===== config.mk =====
export PLATFORM = sky130hd
export DESIGN_NAME = block_run_to_cylinder_segments_core
export DESIGN_NICKNAME = d
export VERILOG_FILES = /design/src/rtl/brcs_pkg.sv /design/src/rtl/brcs_div.sv /design/src/rtl/block_run_to_cylinder_segments_core.sv
export SDC_FILE = /design/constraint.sdc
export NUM_CORES = 1
export LEC_CHECK = 0
export BUFFER_PORTS_ARGS = -buffer_cell sky130_fd_sc_hd__buf_2
export CORE_MARGIN = 8
export CORE_UTILIZATION = 35
export CTS_CLUSTER_SIZE = 28
export DETAILED_ROUTE_END_ITERATION = 10
export PLACE_DENSITY_LB_ADDON = 0.08
export SLEW_MARGIN = 10
export SYNTH_ARGS = -nofsm -noshare
export SYNTH_HDL_FRONTEND = slang
export SYNTH_SLANG_ARGS = --single-unit
export TNS_END_PERCENT = 10

===== constraint.sdc =====
create_clock -name clk -period 7.55 [get_ports clk]
set_input_delay 0.3775 -clock clk [delete_from_list [all_inputs] [get_ports clk]]
set_output_delay 0.3775 -clock clk [all_outputs]
set_load 0.01 [all_outputs]

===== src/rtl/brcs_pkg.sv =====
// Shared types and constants for the block-run to cylinder segment splitter.
// Used by brcs_div and block_run_to_cylinder_segments_core; no dependencies.
`timescale 1ns / 1ps

package brcs_pkg;

	localparam int MAX_SEGMENTS = 64;
	localparam int BLOCK_SHIFT  = 9;

	// field widths
	localparam int BLK_W    = 12;
	localparam int SPT_W    = 6;
	localparam int SPC_W    = 7;
	localparam int CYL_W    = 8;
	localparam int SEGB_W   = 16;
	localparam int STAT_W   = 2;
	localparam int UNIT_W   = 2;
	localparam int CFG_IDX_W = 2;

	// bound for the remaining blocks after the first piece: (MAX_SEGMENTS-1) * spc
	localparam int LIM_W = 13;

	// divider: one quotient bit per cycle over the full block width
	localparam int DIV_STEPS = BLK_W;
	localparam int DIV_CNT_W = $clog2(DIV_STEPS);

	// reset geometry
	localparam logic [BLK_W-1:0] RST_TOTAL_BLOCKS = BLK_W'(2880);
	localparam logic [SPT_W-1:0] RST_SPT          = SPT_W'(18);
	localparam logic [SPC_W-1:0] RST_SPC          = SPC_W'(36);

	typedef enum logic [STAT_W-1:0] {
		STAT_OK      = 2'd0,
		STAT_BADARG  = 2'd1,
		STAT_TOOMANY = 2'd2
	} status_t;

	typedef enum logic [CFG_IDX_W-1:0] {
		REG_TOTAL_BLOCKS = 2'd0,
		REG_SPT          = 2'd1,
		REG_SPC          = 2'd2,
		REG_DRIVE_PRES   = 2'd3
	} cfg_reg_t;

	typedef enum logic [3:0] {
		ST_IDLE,
		ST_CHECK,
		ST_DIV_CYL,
		ST_CNT,
		ST_DIV_SEC,
		ST_DIV_HEAD,
		ST_DIV_SMOD,
		ST_EMIT,
		ST_ERR
	} state_t;

	typedef struct packed {
		logic             start;
		logic [BLK_W-1:0] dividend;
		logic [SPC_W-1:0] divisor;
	} div_req_t;

	typedef struct packed {
		logic             done;
		logic [BLK_W-1:0] quo;
		logic [SPC_W-1:0] rem;
	} div_rsp_t;

endpackage


===== src/rtl/brcs_div.sv =====
// Bit-serial restoring divider: one quotient bit per cycle, dividend shifted out MSB first.
// Depends on brcs_pkg.
`timescale 1ns / 1ps

module brcs_div (
	input  logic               clk,
	input  logic               arst_n,
	input  brcs_pkg::div_req_t req,
	output brcs_pkg::div_rsp_t rsp
);
	import brcs_pkg::*;

	logic                 busy_q;
	logic                 done_q;
	logic [DIV_CNT_W-1:0] cnt_q;
	logic [SPC_W-1:0]     rem_q;
	logic [BLK_W-1:0]     quo_q;
	logic [SPC_W-1:0]     divisor_q;

	logic [SPC_W:0]   trial;
	logic             q_bit;
	logic [SPC_W:0]   diff;

	always_comb begin
		trial = {rem_q, quo_q[BLK_W-1]};
		diff  = trial - {1'b0, divisor_q};
		q_bit = (trial >= {1'b0, divisor_q});
	end

	always_ff @(posedge clk or negedge arst_n) begin
		if (!arst_n) begin
			busy_q <= 1'b0;
			done_q <= 1'b0;
			cnt_q  <= '0;
		end else begin
			done_q <= 1'b0;
			if (req.start) begin
				busy_q <= 1'b1;
				cnt_q  <= '0;
			end else if (busy_q) begin
				cnt_q <= cnt_q + 1'b1;
				if (cnt_q == DIV_CNT_W'(DIV_STEPS - 1)) begin
					busy_q <= 1'b0;
					done_q <= 1'b1;
				end
			end
		end
	end

	always_ff @(posedge clk) begin
		if (req.start) begin
			quo_q     <= req.dividend;
			rem_q     <= '0;
			divisor_q <= req.divisor;
		end else if (busy_q) begin
			// partial remainder stays below the divisor, so the top bit drops out
			rem_q <= q_bit ? diff[SPC_W-1:0] : trial[SPC_W-1:0];
			quo_q <= {quo_q[BLK_W-2:0], q_bit};
		end
	end

	assign rsp.done = done_q;
	assign rsp.quo  = quo_q;
	assign rsp.rem  = rem_q;

endmodule


===== src/rtl/block_run_to_cylinder_segments_core.sv =====
// Top level: request check, geometry division, segment emission and output register.
// Depends on brcs_pkg and brcs_div.
`timescale 1ns / 1ps

// Splits one disk transfer request into cylinder-aligned segments. A request is
// taken only while the block is idle. After the argument check, the shared
// one-bit-per-cycle divider runs four times (start / spc, start mod spt, head
// from the cylinder remainder, spc mod spt), with the segment-count check after
// the first run; then one segment per cycle while the output side keeps taking
// items. A bad argument gives its single error item through the check state,
// the error state and the output register. Geometry registers are written
// through the cfg port, always ready; write them only while no request is in
// flight.
module block_run_to_cylinder_segments_core (
	input  logic        clk,
	input  logic        arst_n,
	// config write
	input  logic        cfg_valid,
	output logic        cfg_ready,
	input  logic [brcs_pkg::CFG_IDX_W-1:0] cfg_index,
	input  logic [brcs_pkg::BLK_W-1:0]     cfg_data,
	// request in
	input  logic        s_axis_tvalid,
	output logic        s_axis_tready,
	input  logic [23:0] s_axis_tdata,  // start_block[11:0], block_count[23:12]
	input  logic [2:0]  s_axis_tuser,  // drive_unit[1:0], is_write[2]
	// segment out
	output logic        m_axis_tvalid,
	input  logic        m_axis_tready,
	output logic [39:0] m_axis_tdata,  // cylinder[7:0], head[8], sector[14:9],
	                                   // segment_blocks[21:15], segment_bytes[37:22], zero
	output logic [2:0]  m_axis_tuser,  // status[1:0], write_op[2]
	output logic        m_axis_tlast
);
	import brcs_pkg::*;

	// geometry registers
	logic [BLK_W-1:0] total_q;
	logic [SPT_W-1:0] spt_q;
	logic [SPC_W-1:0] spc_q;
	logic             present_q;

	// request
	logic [UNIT_W-1:0] unit_q;
	logic              wr_q;
	logic [BLK_W-1:0]  start_q;
	logic [BLK_W-1:0]  count_q;
	logic [BLK_W-1:0]  left_q;

	// segment walk
	logic [CYL_W-1:0]  cyl_q;
	logic [SPC_W-1:0]  crem_q;
	logic              head_q;
	logic [SPT_W-1:0]  smod_q;
	logic [SPT_W-1:0]  cbase_q;
	logic [SPT_W-1:0]  spcmod_q;
	status_t           err_q;

	// output register
	logic              out_valid_q;
	status_t           o_status_q;
	logic [CYL_W-1:0]  o_cyl_q;
	logic              o_head_q;
	logic [SPT_W-1:0]  o_sector_q;
	logic [SPC_W-1:0]  o_blocks_q;
	logic [SEGB_W-1:0] o_bytes_q;
	logic              o_wr_q;
	logic              o_last_q;

	state_t   state_q, state_d;
	div_req_t div_req;
	div_rsp_t div_rsp;

	logic             in_acc;
	logic             out_free;
	logic             out_load;
	logic             bad_arg;
	logic             too_many;
	logic [SPC_W-1:0] room1;
	logic [BLK_W:0]   end_blk;
	logic [BLK_W-1:0] rest;
	logic [LIM_W-1:0] lim;
	logic [SPC_W-1:0] room;
	logic [SPC_W-1:0] take;
	logic             seg_last;
	logic [SPT_W:0]   smod_sum;
	logic [SPT_W-1:0] smod_nxt;
	logic [SPT_W-1:0] crem_mod;
	logic [SPT_W-1:0] cbase_init;

	brcs_div u_div (
		.clk    (clk),
		.arst_n (arst_n),
		.req    (div_req),
		.rsp    (div_rsp)
	);

	assign cfg_ready = 1'b1;
	assign in_acc    = s_axis_tvalid && s_axis_tready;
	assign out_free  = !out_valid_q || m_axis_tready;

	always_comb begin
		end_blk = {1'b0, start_q} + {1'b0, count_q};
		bad_arg = (unit_q != '0) || !present_q || (count_q == '0) ||
		          (start_q > total_q) || (end_blk > {1'b0, total_q}) ||
		          (spt_q == '0) || (spc_q == '0);

		// pieces > MAX_SEGMENTS when blocks past the first piece exceed
		// (MAX_SEGMENTS-1) full cylinders
		room1    = spc_q - crem_q;
		rest     = count_q - BLK_W'(room1);
		lim      = LIM_W'(spc_q) * LIM_W'(MAX_SEGMENTS - 1);
		too_many = (count_q > BLK_W'(room1)) && (LIM_W'(rest) > lim);

		room     = spc_q - crem_q;
		seg_last = (left_q <= BLK_W'(room));
		take     = seg_last ? left_q[SPC_W-1:0] : room;

		// (cylinder start) mod spt = (start mod spt - crem mod spt) mod spt
		crem_mod   = div_rsp.rem[SPT_W-1:0];
		cbase_init = (smod_q >= crem_mod) ? smod_q - crem_mod
		                                  : smod_q + spt_q - crem_mod;

		// cylinder start mod spt advances by spc mod spt per cylinder
		smod_sum = {1'b0, cbase_q} + {1'b0, spcmod_q};
		smod_nxt = (smod_sum >= {1'b0, spt_q}) ? SPT_W'(smod_sum - {1'b0, spt_q})
		                                       : smod_sum[SPT_W-1:0];
	end

	// next state
	always_comb begin
		state_d = state_q;
		unique case (state_q)
			ST_IDLE:     if (in_acc) state_d = ST_CHECK;
			ST_CHECK:    state_d = bad_arg ? ST_ERR : ST_DIV_CYL;
			ST_DIV_CYL:  if (div_rsp.done) state_d = ST_CNT;
			ST_CNT:      state_d = too_many ? ST_ERR : ST_DIV_SEC;
			ST_DIV_SEC:  if (div_rsp.done) state_d = ST_DIV_HEAD;
			ST_DIV_HEAD: if (div_rsp.done) state_d = ST_DIV_SMOD;
			ST_DIV_SMOD: if (div_rsp.done) state_d = ST_EMIT;
			ST_EMIT:     if (out_free && seg_last) state_d = ST_IDLE;
			ST_ERR:      if (out_free) state_d = ST_IDLE;
			default:     state_d = ST_IDLE;
		endcase
	end

	// state outputs
	always_comb begin
		s_axis_tready    = 1'b0;
		out_load         = 1'b0;
		div_req.start    = 1'b0;
		div_req.dividend = start_q;
		div_req.divisor  = spc_q;
		unique case (state_q)
			ST_IDLE:     s_axis_tready = 1'b1;
			ST_CHECK:    div_req.start = !bad_arg;
			ST_DIV_CYL:  ;
			ST_CNT: begin
				div_req.start   = !too_many;
				div_req.divisor = SPC_W'(spt_q);
			end
			ST_DIV_SEC: begin
				div_req.start    = div_rsp.done;
				div_req.dividend = BLK_W'(crem_q);
				div_req.divisor  = SPC_W'(spt_q);
			end
			ST_DIV_HEAD: begin
				div_req.start    = div_rsp.done;
				div_req.dividend = BLK_W'(spc_q);
				div_req.divisor  = SPC_W'(spt_q);
			end
			ST_DIV_SMOD: ;
			ST_EMIT:     out_load = out_free;
			ST_ERR:      out_load = out_free;
			default:     ;
		endcase
	end

	always_ff @(posedge clk or negedge arst_n) begin
		if (!arst_n) begin
			state_q     <= ST_IDLE;
			out_valid_q <= 1'b0;
			total_q     <= RST_TOTAL_BLOCKS;
			spt_q       <= RST_SPT;
			spc_q       <= RST_SPC;
			present_q   <= 1'b1;
		end else begin
			state_q <= state_d;
			if (out_load)
				out_valid_q <= 1'b1;
			else if (m_axis_tready)
				out_valid_q <= 1'b0;
			if (cfg_valid && cfg_ready) begin
				unique case (cfg_index)
					REG_TOTAL_BLOCKS: total_q   <= cfg_data;
					REG_SPT:          spt_q     <= cfg_data[SPT_W-1:0];
					REG_SPC:          spc_q     <= cfg_data[SPC_W-1:0];
					REG_DRIVE_PRES:   present_q <= cfg_data[0];
					default:          ;
				endcase
			end
		end
	end

	// datapath
	always_ff @(posedge clk) begin
		if (in_acc) begin
			start_q <= s_axis_tdata[11:0];
			count_q <= s_axis_tdata[23:12];
			left_q  <= s_axis_tdata[23:12];
			unit_q  <= s_axis_tuser[1:0];
			wr_q    <= s_axis_tuser[2];
		end
		if (state_q == ST_CHECK)
			err_q <= STAT_BADARG;
		if (state_q == ST_CNT)
			err_q <= STAT_TOOMANY;
		if (div_rsp.done) begin
			case (state_q)
				ST_DIV_CYL: begin
					cyl_q  <= div_rsp.quo[CYL_W-1:0];
					crem_q <= div_rsp.rem;
				end
				ST_DIV_SEC:  smod_q   <= div_rsp.rem[SPT_W-1:0];
				ST_DIV_HEAD: begin
					head_q  <= div_rsp.quo[0];
					cbase_q <= cbase_init;
				end
				ST_DIV_SMOD: spcmod_q <= div_rsp.rem[SPT_W-1:0];
				default:     ;
			endcase
		end
		if (out_load) begin
			o_wr_q <= wr_q;
			if (state_q == ST_EMIT) begin
				o_status_q <= STAT_OK;
				o_cyl_q    <= cyl_q;
				o_head_q   <= head_q;
				o_sector_q <= smod_q + 1'b1;
				o_blocks_q <= take;
				o_bytes_q  <= SEGB_W'({{(SEGB_W){1'b0}}, take} << BLOCK_SHIFT);
				o_last_q   <= seg_last;
				// next piece starts on a cylinder boundary
				left_q  <= left_q - BLK_W'(take);
				cyl_q   <= cyl_q + 1'b1;
				crem_q  <= '0;
				head_q  <= 1'b0;
				smod_q  <= smod_nxt;
				cbase_q <= smod_nxt;
			end else begin
				o_status_q <= err_q;
				o_cyl_q    <= '0;
				o_head_q   <= 1'b0;
				o_sector_q <= '0;
				o_blocks_q <= '0;
				o_bytes_q  <= '0;
				o_last_q   <= 1'b1;
			end
		end
	end

	assign m_axis_tvalid = out_valid_q;
	assign m_axis_tdata  = {2'b00, o_bytes_q, o_blocks_q, o_sector_q, o_head_q, o_cyl_q};
	assign m_axis_tuser  = {o_wr_q, o_status_q};
	assign m_axis_tlast  = o_last_q;

endmodule

Yosys cells after proc, flatten, opt, wreduce, memory -nomap -nowiden
Index checks and enable logic that the tools add are counted.
Storage, ports and cells
  output and inout bits: 47
  input bits: 46
  register bits: 173
  logic and storage cells: 159
Operators by class
  eq/ne operators: 19
  multiplexer cells: 54
  reductions and logical operators: 31
  magnitude comparators: 8
  multipliers: 1
  add/subtract/negate cells: 13
Operators with widths (number)
  6-bit two-way mux: 11
  12-bit two-way mux: 5
  4-bit two-way mux: 11
  7-bit two-way mux: 6
  4-bit one-hot mux with 9 select lines: 1
  8-bit two-way mux: 4
  12-bit one-hot mux with 2 select lines: 1
  12-bit by 7-bit subtractor with 12-bit output: 2
  6-bit subtractor: 3
  4-bit by 3-bit == test with 1-bit output, second input constant: 4
  1-bit two-way mux: 14
  7-bit subtractor: 2
  12-bit by 12-bit adder with 13-bit output: 1
  12-bit by 13-bit greater-than comparator with 1-bit output: 1
  13-bit by 12-bit greater-than comparator with 1-bit output: 1
  7-bit by 6-bit multiplier with 13-bit output, second input constant: 1
  12-bit greater-than comparator: 1
  12-bit by 7-bit greater-than comparator with 1-bit output: 1
  12-bit by 7-bit less-or-equal comparator with 1-bit output: 1
  12-bit logical NOT: 1
  2-bit AND reduction: 5
  8-bit by 1-bit adder with 8-bit output, second input constant: 1
  4-bit by 2-bit == test with 1-bit output, second input constant: 2
  4-bit == test, second input constant: 2
  other kinds (24): 44

Longest topological paths before layout
Gate-level depths: netlist of the first run.
  depth after elaboration: 10
  mapped depth: 30
  depth with buffers taken out: 27

Cells and area by module
Synthesis of the first run repeated with hierarchy kept, for this count alone.
Second synthesis, totals
  cells, all modules: 1292
  area, all modules: 12162.9 um^2
Modules (own cells, without submodules)
  block_run_to_cylinder_segments_core: cells each 1131, area an instance 10356.2 um^2, seq. area each 3399.5 um^2, instances 1
  brcs_div: cells each 161, area an instance 1806.7 um^2, seq. area each 860.8 um^2, instances 1

Least setup slack after synthesis of the first run
OpenSTA, ideal clock, no wires.
  path kind: reg-to-reg
  from: register spc_q[5]
  to: register u_div.quo_q[0], enable pin
  library setup time: 0.359 ns
  stages on the path, launching flop included: 26
  data required time: 7.191 ns
  path buffers: 2
  clock period less this slack: 6.029 ns
  setup slack: 1.521 ns
  arrival time: 5.670 ns
  cell sequence: dfstp_2 inv_1 fa_1 fa_1 fa_1 inv_1 ha_1 inv_1 nor2_1 o21ai_0 nand2b_1 a21o_1 a21o_1 a21o_1 a21oi_1 xor2_1 ha_1 a2111oi_0 o21ai_0 o311ai_0 and2_1 or3_1 buf_4 a21o_1 buf_6 nand2b_1
Between the ends
  longest elaborated chain between the ends: 7
  elaborated cells between the ends (all ways): 12
  those cells by class: add/sub: 2; mul: 1; order compare: 2; mux: 1; reduce/logical: 6
Ends and longest elaborated chain
  from (decl): RTL line block_run_to_cylinder_segments_core.sv:40  | logic [SPC_W-1:0] spc_q;
  from (signal assigned): RTL line block_run_to_cylinder_segments_core.sv:197  | REG_SPC: spc_q <= cfg_data[SPC_W-1:0];
  7-bit subtractor: RTL line block_run_to_cylinder_segments_core.sv:110  | room1 = spc_q - crem_q;
  12-bit by 7-bit subtractor with 12-bit output: RTL line block_run_to_cylinder_segments_core.sv:111  | rest = count_q - BLK_W'(room1);
  12-bit by 13-bit greater-than comparator with 1-bit output: RTL line block_run_to_cylinder_segments_core.sv:113  | too_many = (count_q > BLK_W'(room1)) && (LIM_W'(rest) > lim);
  1-bit logical AND: RTL line block_run_to_cylinder_segments_core.sv:113
  1-bit logical NOT: RTL line block_run_to_cylinder_segments_core.sv:159  | div_req.start = !too_many;
  1-bit one-hot mux with 3 select lines (*): RTL line block_run_to_cylinder_segments_core.sv:154  | unique case (state_q)
  2-bit nonzero test (no line) (*)
  to (signal assigned): RTL line brcs_div.sv:52  | quo_q <= req.dividend;
  to (signal assigned): RTL line brcs_div.sv:58  | quo_q <= {quo_q[BLK_W-2:0], q_bit};
  to (decl): RTL line brcs_div.sv:17  | logic [BLK_W-1:0] quo_q;
Every way passes the cells marked *; elsewhere a longest branch is shown, timed or not.
A chain may end at the register's enable or synchronous reset.

Final worst setup path of the first run
  from: register spc_q[2]
  to: register u_div.quo_q[4] (data pin)
Between the ends
  longest elaborated chain between the ends: 7
  elaborated cells between the ends (all ways): 12
  those cells by class: add/sub: 2; mul: 1; order compare: 2; mux: 2; reduce/logical: 5
Ends and longest elaborated chain
  7-bit subtractor: RTL line block_run_to_cylinder_segments_core.sv:110
  12-bit by 7-bit subtractor with 12-bit output: RTL line block_run_to_cylinder_segments_core.sv:111
  12-bit by 13-bit greater-than comparator with 1-bit output: RTL line block_run_to_cylinder_segments_core.sv:113
  1-bit logical AND: RTL line block_run_to_cylinder_segments_core.sv:113
  1-bit logical NOT: RTL line block_run_to_cylinder_segments_core.sv:159
  1-bit one-hot mux with 3 select lines (*): RTL line block_run_to_cylinder_segments_core.sv:154
  12-bit two-way mux (*): RTL line brcs_div.sv:51  | if (req.start) begin
Marked as above.

==> results of run 1 <==
-- per-layer routing --
metal  routed length (um)  track usage, %
met2                16100            28.5
met4                  818            6.01
met1                14900            20.6
met5                    0               0
met3                  912            2.69
-- cell usage in the layout, fill, tap and decap left out, types with 13 or more instances in the layout --
cell,netlist,final
ha_1,125,125
nand3_1,16,16
mux2i_1,22,22
o21ai_0,67,67
clkbuf_16,0,18
dfxtp_1,49,49
nor3_1,18,18
edfxtp_1,78,78
nand2b_1,16,16
inv_1,124,124
fa_1,29,29
nand2_1,98,98
o21a_1,16,16
nor2_1,119,117
buf_2,1,80
dfrtp_1,28,28
mux2_2,18,18
xor2_1,20,20
nor2b_1,13,13
nand4_1,18,18
a21oi_1,86,86
a21o_1,33,33
xnor2_1,44,44
-- cell families (layout without fill, tap and decap cells) --
family	Yosys count	count (layout)	share of synthesized area, %
simple gates	363	363	14.8
compound gates	279	279	14.7
buf+inv	179	244	6.60
flops	164	164	35.9
fa+ha+maj	161	161	18.7
xor+xnor	66	66	5.00
mux	46	46	4.32
other cells	2	12	0.0633
-- report_power, final --
group / switching, mW / internal (mW)
combinational: 2.22 / 1.72
sequential: 0.296 / 1.25
clock: 0.394 / 0.482
-- state kept, by name (all words and copies together) (netlist names), 2 cells and up --
register,count
cyl_q,8
o_bytes_q,7
smod_q,6
spc_q,7
total_q,12
spcmod_q,6
cbase_q,6
u_div.quo_q,12
o_status_q,2
left_q,12
u_div.rem_q,7
state_q,4
start_q,12
crem_q,7
u_div.divisor_q,7
err_q,2
u_div.cnt_q,4
o_sector_q,6
count_q,12
spt_q,6
unit_q,2
o_cyl_q,8
-- through the flow --
step | power, mW | worst slack, ps | cells
floorplan | 4.55 | 1520 | 1270
global placement | 5.54 | 768 | 1751
detailed placement | 5.54 | 691 | 1751
CTS | 6.45 | 665 | 1783
global route | 7.08 | 189 | 1783
finish | 6.37 | 678 | 1783
-- how the worst max path moves through the flow --
stage,slack [ps],cells after the start,endpoint,from
6_report,680,24,u_div.quo_q[4],spc_q[2]
4_1_cts,670,24,u_div.quo_q[4],spc_q[2]
5_1_grt,190,24,u_div.quo_q[2],spc_q[2]
3_3_place_gp,770,24,u_div.quo_q[5],spc_q[5]
2_1_floorplan,1520,25,u_div.quo_q[0],spc_q[5]
3_5_place_dp,690,24,u_div.quo_q[4],spc_q[5]
-- layout make-up --
cell class | instances | area [um2]
tap | 448 | 561
clock inverter | 11 | 97.6
multi-input combinational | 927 | 6880
timing repair buffer | 88 | 460
inverter | 124 | 465
fill | 3351 | 20300
clock buffer | 21 | 472
sequential | 164 | 4260
==> summary.txt, run 1 <==
Run status
  – Run status: finished clean

Clocking
  – Clock tree buffer depth: 2
  – Setup Fix Bufs, Post-CTS: 0
  – # clock sinks: 164
  – Root Driver: clkbuf_16
  – H-tree depth: 4
  – CTS buffer count: 17
  – Clk_lat worst skew: 450 ps
  – CTS Hold Buffers Added: 0
  – Post-cts resize count: 0
  – Clk slew on worst S/H paths: around 70 ps
  – TritonCTS clock tree: yes

Die
  – Core Area: between 30000 and 40000 um2
  – Starting Density: 35.5%
  – Die area: 40100 um2
  – Die X: 200 um
  – FP Rows: between 60 and 70
  – I/O Pins: 93
  – Die Y: 200 um

Setup path
  – Worst setup EP type: flip-flop
  – Worst path bufs/invs: 4
  – Critical Path RT: a little under 8000 ps
  – Cells along the critical path: inv_1 > fa_1 > fa_1 > fa_1 > inv_1 > ha_1 > inv_1 > nor2_1 > o21ai_0 > nand2b_1 > a21o_1 > a21o_1 > a21o_1 > a21oi_1 > xor2_1 > ha_1 > a2111oi_0 > o21ai_0 > o311ai_0 > and2_1 > or3_1 > a21o_1 > buf_4 > mux2_4
  – Reg-to-reg critical path endpoint: u_div.quo_q[4]
  – Depth of the most critical reg-to-reg path: 24
  – Slowest cell on the critical path: o311ai_0
  – R2R setup slack: ~680 ps
  – Reg2reg start: spc_q[2]
  – Worst setup SP type: flip-flop
  – Critical Path AT: 7070 ps
  – Crit-path max FO: 32
  – Largest delay share family, worst path: compound AO/OA/AOI/OAI gates
  – Most frequent CP cell: a21o_1
  – Crit path kind: flip-flop to flip-flop
  – Worst path max stage delay: 670 ps

Route
  – DR pass1 iterations: 5
  – Wire per inst: 18.3 um
  – Vias: 8877
  – DRT iter0 DRCs: 475
  – Antenna-violating nets left: 0
  – Routed wire length: 32700 um
  – DRC violations left: 0
  – DR vias/cell: 4.98

STA
  – Final setup TNS: 0 ps
  – Skew final: between 10 and 15 ps
  – Slew HR: 38.9%
  – Final-report hold violation count: 0
  – Unrepaired setup endpoints after global routing: false
  – WHS: 67.5 ps
  – Final period util: 91.0%
  – Worst Tran Pin Value: between 900 and 1000 ps
  – Max-slew violations: 0
  – Fmax: 146 MHz
  – Final Setup Violations: 0
  – Min Tclk post-route: slightly below 7000 ps

Yosys
  – Synthesized flop and latch total: 164
  – Synth top area share: 19.7%
  – Distinct cells, synth: 80
  – Synth area leader: edfxtp_1
  – Sequential share of the synthesized area: a little over a third
  – Ys Warns: 0
  – Top FF cell, synth: edfxtp_1
  – Post-synth EDFFs: 78
  – Share of synthesized registers carrying an async set or reset: 22.6%
  – Synth Cell Area: 11900 um2
  – Synth Instances: 1260
  – Top post-synthesis cells by count: 125 x ha_1, 124 x inv_1, 119 x nor2_1, 98 x nand2_1, 86 x a21oi_1
  – Syn Area/Cell: approximately 9.4 um2
  – Most frequent cell after synthesis: ha_1
  – Dominant cells by area after synthesis: edfxtp_1 20%, ha_1 13%, dfxtp_1 8.3%

GRT
  – Largest net degree at the start of global routing: 42
  – Grt ovf: 0
  – First-pass GRT wire length: around 52000 um
  – Vias in the first global route: 9093
  – Total track usage: 16.5%
  – Initial antenna violation count: 0

Job
  – Max Cap Viol: 0

Layout
  – Area growth from synthesis to layout: 11.2%
  – Inserted Diodes: 0
  – Fraction of layout cells with a size suffix above 1: about an eighth
  – Final core utilization: 39.5%
  – Final Cell Area: 13200 um2
  – Final layout net count: approximately 1500

Place
  – PortBufs: 80
  – DP Area: 12600 um2
  – Final GP Congestion: roughly 0.8
  – Dpl hpwl: 25900 um

Hold path
  – Hold Path Class: input port to asynchronous set/reset pin

Power and ir drop
  – Static Leak: approximately 5.7 nW
  – PD cells: 483 nW/um2
  – Peak VDD IR: 0.000252 V
Note: power is estimated with default switching activity, not from simulation.
==> inputs of run 2 (changes only) <==
Settings changed: ABC_AREA set to 1.
==> run 2 against run 1 <==
Critical path depth fell by 2. Routed wire length increased by 1.7%. Power decreased by 18%. Combinational power shrank 28%. Global-route usage rose by 0.11 points. Synthesized area about the same. Sequential share of layout area decreased by 0.26 points. Critical endpoint is now u_div.quo_q[9].
==> summary.txt, run 2 <==
Run status
  – Run status: finished clean

Die
  – FP Rows: between 60 and 70
  – Die area: 40000 um2
  – Die X: 200 um
  – I/O Pins: between 90 and 100
  – Die Y: 200 um
  – Starting Density: 35.5%
  – Core Area: 33400 um2

Clocking
  – CTS buffer count: 17
  – Clk slew on worst S/H paths: 70 ps
  – H-tree depth: 4
  – Clk_lat worst skew: about 450 ps
  – Setup Fix Bufs, Post-CTS: 0
  – Post-cts resize count: 0
  – # clock sinks: 164
  – TritonCTS clock tree: yes
  – CTS Hold Buffers Added: 0
  – Root Driver: clkbuf_16
  – Clock tree buffer depth: 2

STA
  – Skew final: 11.9 ps
  – Fmax: between 150 and 200 MHz
  – Unrepaired setup endpoints after global routing: false
  – Final-report hold violation count: 0
  – Final setup TNS: 0 ps
  – Max-slew violations: 0
  – WHS: 72.7 ps
  – Worst Tran Pin Value: 928 ps
  – Final period util: 79.1%
  – Final Setup Violations: 0
  – Slew HR: 38.1%
  – Min Tclk post-route: 5970 ps

Yosys
  – Syn Area/Cell: around 8.1 um2
  – Most frequent cell after synthesis: nand2_1
  – Ys Warns: 0
  – Synthesized flop and latch total: 164
  – Sequential share of the synthesized area: 35.9%
  – Post-synth EDFFs: 78
  – Share of synthesized registers carrying an async set or reset: a little under a quarter
  – Dominant cells by area after synthesis: edfxtp_1 20%, ha_1 13%, dfxtp_1 8.3%
  – Synth area leader: edfxtp_1
  – Distinct cells, synth: 53
  – Synth top area share: 19.7%
  – Top post-synthesis cells by count: 256 x nand2_1, 254 x inv_1, 125 x ha_1, 120 x nor2_1, 116 x a21oi_1
  – Synth Instances: around 1500
  – Top FF cell, synth: edfxtp_1
  – Synth Cell Area: 11900 um2

Place
  – Placed Instances: 1972
  – Final GP Congestion: 0.860
  – Dpl hpwl: 26800 um
  – DP Area: about 13000 um2
  – PortBufs: 80

Job
  – Max Cap Viol: 0

Layout
  – Area growth from synthesis to layout: 12.1%
  – Final Cell Area: 13300 um2
  – Final core utilization: 39.8%
  – Fin cells: ~2000
  – Area of the multi-input gates: roughly 6400 um2
  – Reg area: 4260 um2
  – Final layout net count: 1743
  – Most frequent cells in the layout: 256 x nand2_1, 254 x inv_1, 125 x ha_1, 118 x nor2_1, 116 x a21oi_1
  – Most common cell after layout, fill and taps aside: nand2_1
  – Inserted Diodes: 0
  – Fraction of layout cells with a size suffix above 1: 9.58%
  – Fillers: 3447

Route
  – Antenna-violating nets left: 0
  – DRC violations left: 0
  – DR vias/cell: 4.79
  – Wire per inst: 16.6 um
  – Routed wire length: 33300 um
  – Vias: a little under 10000
  – DRT iter0 DRCs: 469
  – DR pass1 iterations: 6

GRT
  – Total track usage: 16.7%
  – Grt ovf: 0
  – Initial antenna violation count: 0
  – First-pass GRT wire length: 53000 um
  – Vias in the first global route: 9639
  – Largest net degree at the start of global routing: 40

Setup path
  – Critical Path RT: 7540 ps
  – Critical Path AT: 5970 ps
  – Worst setup EP type: flip-flop
  – Crit path kind: flip-flop to flip-flop
  – Worst Setup SP: spc_q[5]
  – Worst setup SP type: flip-flop
  – Reg2reg start: spc_q[5]
  – Crit-path max FO: 16

Power and ir drop
  – Static Leak: 6.42 nW
  – PD cells: ~390 nW/um2
  – Peak VDD IR: 0.000216 V

Hold path
  – Hold Path Class: input port to asynchronous set/reset pin
run 2: changes by cell type after synthesis, sizes merged, moves of 14 or more:
cell,previous run,this run
nand3,16,52
mux2i,22,1
a21oi,87,116
nand4,18,37
nand2b,16,0
xnor2,45,17
nor2b,14,0
o21ai,74,110
o21a,16,2
nand2,98,258
inv,124,256
a21o,33,4
mux2,24,0
run 2: where the power goes:
part	internal (mW)	switching (mW)	total (mW)
sequential	1.18	0.217	1.40
combinational	1.11	1.75	2.86
clock	0.596	0.380	0.976
run 2: path summary, 6_finish.rpt:
kind                                  endpoint  depth (start not counted)  slack (ps)
max in group asynchronous           state_q[1]                          1        6890
worst max register to register  u_div.quo_q[9]                         22        1580
min in group clk                   start_q[10]                          1         110
worst min-delay path               total_q[10]                          1          70
worst min register to register          o_wr_q                          0         430
worst max-delay path            u_div.quo_q[9]                         22        1580
run 2: critical path: stages (launching register included):
cell and delay (ps):
dfstp_2 610, inv_1 140, fa_1 510, fa_1 540, fa_1 550, inv_1 40, ha_1 360, nand2_1 70
o21ai_0 270, a21oi_1 120, o21ai_0 260, nand2_1 80, nand2_1 60, a21oi_1 70, xor2_1 150, ha_1 300
nand3_1 110, nor2_1 130, o211ai_1 100, a21oi_1 200, nand2_2 140, nand2_4 190, nand4_1 530
run 2: per-stage QoR:
stage,total power [mW],worst slack [ps]
floorplan,3.53,2150
global placement,4.25,1640
detailed placement,4.27,1600
CTS,5.28,1560
global route,5.77,1110
finish,5.23,1580
run 2: layout make-up:
| type | instances | share of cell area (%) |
|---|---|---|
| clock buffer | 19 | 3.33 |
| clock inverter | 13 | 1.53 |
| inverter | 259 | 7.31 |
| multi-input combinational | 1014 | 48.2 |
| sequential | 164 | 32.0 |
| tap | 448 | 4.21 |
| timing repair buffer | 87 | 3.40 |
run 2: kinds of logic after synthesis:
logic type / count (synthesis) / synth area share, %
AND/OR/NAND/NOR: 518 / 18.8
buffers and inverters: 305 / 10.5
AO/OA/AOI/OAI: 278 / 12.8
flip-flops: 164 / 35.9
adder cells (fa/ha/maj): 154 / 18.1
XOR/XNOR: 51 / 3.76
other: 2 / 0.0633
multiplexers: 1 / 0.0844
run 2: per-layer routing:
metal	global-route usage, %	share of wire [%]	up-vias
met5	0	0	-
met4	6.06	2.1	0
met3	2.16	2.6	28
met2	29.1	50	128
met1	20.7	45	4451
li1	-	-	5000
==> inputs of run 3 (changes only) <==
Clock period 7.55 ns to 6.1 ns, I/O delays scaled along.
==> run 3 against run 2 <==
Maximum frequency is 5.5% higher. Non-clock buffer count is 5 higher. Critical path depth is 1 higher. Critical endpoint is now u_div.quo_q[11].
==> summary.txt, run 3 (synthesized netlist as in run 2, its figures left out) <==
STA
  – Min Tclk post-route: ~5700 ps
  – Worst Tran Pin Value: just under 1000 ps
  – Worst setup margin: 439 ps
  – Final Setup Violations: 0
  – Skew final: 18.4 ps
  – Slew HR: 34.9%
  – Final period util: 92.8%
  – Max-slew violations: 0
  – Unrepaired setup endpoints after global routing: false
  – Final setup TNS: 0 ps
  – Fmax: 177 MHz
  – WHS: 10.4 ps
  – Final-report hold violation count: 0

GRT
  – Initial antenna violation count: 0
  – Vias in the first global route: slightly below 10000
  – Largest net degree at the start of global routing: 40
  – Grt ovf: 0
  – Total track usage: between 10% and 20%
  – First-pass GRT wire length: 53600 um

Clocking
  – H-tree depth: 4
  – CTS Hold Buffers Added: 0
  – Clk_lat worst skew: 460 ps
  – Clk slew on worst S/H paths: ~70 ps
  – CTS buffer count: 17
  – # clock sinks: 164
  – Clock tree buffer depth: 2
  – TritonCTS clock tree: yes
  – Root Driver: clkbuf_16

Setup path
  – Critical Path AT: just under 6000 ps
  – Critical Path RT: 6310 ps
  – R2R setup slack: about 440 ps
  – Slowest cell on the critical path: dfstp_2
  – Reg-to-reg critical path endpoint: u_div.quo_q[11]
  – Worst path max stage delay: roughly 600 ps
  – Reg2reg start: spc_q[5]
  – Worst setup EP type: flip-flop
  – Depth of the most critical reg-to-reg path: 23
  – Crit path kind: flip-flop to flip-flop
  – Worst setup SP type: flip-flop
  – Crit-path max FO: 17
  – Cells along the critical path: inv_1 > fa_1 > fa_1 > fa_1 > inv_1 > ha_1 > nand2_1 > o21ai_0 > a21oi_1 > o21ai_1 > nand2_1 > nand2_1 > a21oi_1 > xor2_1 > ha_1 > nand3_1 > nor2_1 > o211ai_1 > a21oi_1 > nand2_2 > nand2_4 > nand4_1 > buf_4

Die
  – Die X: about 200 um
  – FP Rows: 67
  – Starting Density: 35.5%
  – I/O Pins: 93
  – Die Y: 200 um
  – Die area: between 40000 and 50000 um2
  – Core Area: 33400 um2

Route
  – Antenna-violating nets left: 0
  – Vias: 9740
  – DR vias/cell: 4.85
  – Wire per inst: 16.9 um
  – Routed wire length: 33900 um
  – DRT iter0 DRCs: 499
  – DR pass1 iterations: 5
  – DRC violations left: 0

Layout
  – Area growth from synthesis to layout: 12.1%
  – Most common cell after layout, fill and taps aside: nand2_1
  – Reg area: approximately 4300 um2
  – Fraction of layout cells with a size suffix above 1: 9.99%
  – Area of the multi-input gates: 6420 um2
  – Most frequent cells in the layout: 256 x nand2_1, 254 x inv_1, 125 x ha_1, 118 x nor2_1, 116 x a21oi_1
  – Fillers: 3456
  – Final layout net count: 1749
  – Inserted Diodes: 0

Place
  – Place WS: 353 ps
  – Dpl hpwl: 27100 um
  – Final GP Congestion: 0.849
  – PortBufs: 80

Power and ir drop
  – Static Leak: roughly 6.4 nW
  – PD cells: 482 nW/um2
  – Peak VDD IR: approximately 0.0003 V

Job
  – Max Cap Viol: 0

Run status
  – Run status: finished clean

Hold path
  – Hold Path Class: input port to asynchronous set/reset pin
==> run 3: cell types whose count changed in the layout (fill, tap and decap cells not counted), sizes merged <==
cell	change
inv	+1
bufinv	-2
nand3	+1
clkbuf	+1
buf	+5
==> run 3: worst max-delay path by stage <==
stage | from | cells after the start | slack [ps] | to
after floorplan | spc_q[5] | 23 | 700 | u_div.quo_q[0]
after global placement | spc_q[5] | 23 | 430 | u_div.quo_q[11]
after detailed placement | spc_q[5] | 23 | 350 | u_div.quo_q[11]
after CTS | spc_q[5] | 23 | 300 | u_div.quo_q[11]
after global routing | spc_q[5] | 23 | 50 | u_div.quo_q[11]
final | spc_q[5] | 23 | 440 | u_div.quo_q[11]
==> run 3: layer usage <==
metal  up-vias  GRT usage [%]  wire (um)
li1       5015              -          -
met1      4554           20.5      15300
met2       137           30.0      17100
met3        34           2.55        877
met4         0           5.19        640
met5         -              0          0
==> run 3: final cells by class <==
type / instances / share of cell area (%)
Multi-Input combinational cell: 1015 / 48.3
Sequential cell: 164 / 32.0
Inverter: 259 / 7.31
Tap cell: 448 / 4.22
Timing Repair Buffer: 92 / 3.69
Clock buffer: 20 / 3.28
Clock inverter: 12 / 1.16
==> run 3: what timing repair did <==
item                                    CTS  global route
resized for setup                         0             1
buffers inserted                          0             2
endpoints found under the setup margin    0            27
==> run 3: worst max-delay path: cells and delay by family, from the launching register on <==
family,cells,cell delay (ps)
adder cells (fa/ha/maj),5,2270
AND/OR/NAND/NOR,8,1000
AO/OA/AOI/OAI,6,910
flip-flops,1,610
buffers and inverters,3,450
XOR/XNOR,1,150
==> run 3: metrics by stage <==
step | cell area [um2] | power, mW | instances | util [%]
2_1_floorplan | 11900 | 4.37 | 1483 | -
3_3_place_gp | 12700 | 5.27 | 1975 | 37.9
3_5_place_dp | 12700 | 5.30 | 1975 | 37.9
4_1_cts | 13300 | 6.47 | 2007 | 39.7
5_1_grt | 13300 | 7.09 | 2010 | 39.7
6_report | 13300 | 6.41 | 2010 | 39.7
==> run 3: power breakdown <==
group          switching (mW)  internal, mW
clock network           0.482         0.646
registers               0.270          1.46
logic                    2.16          1.38
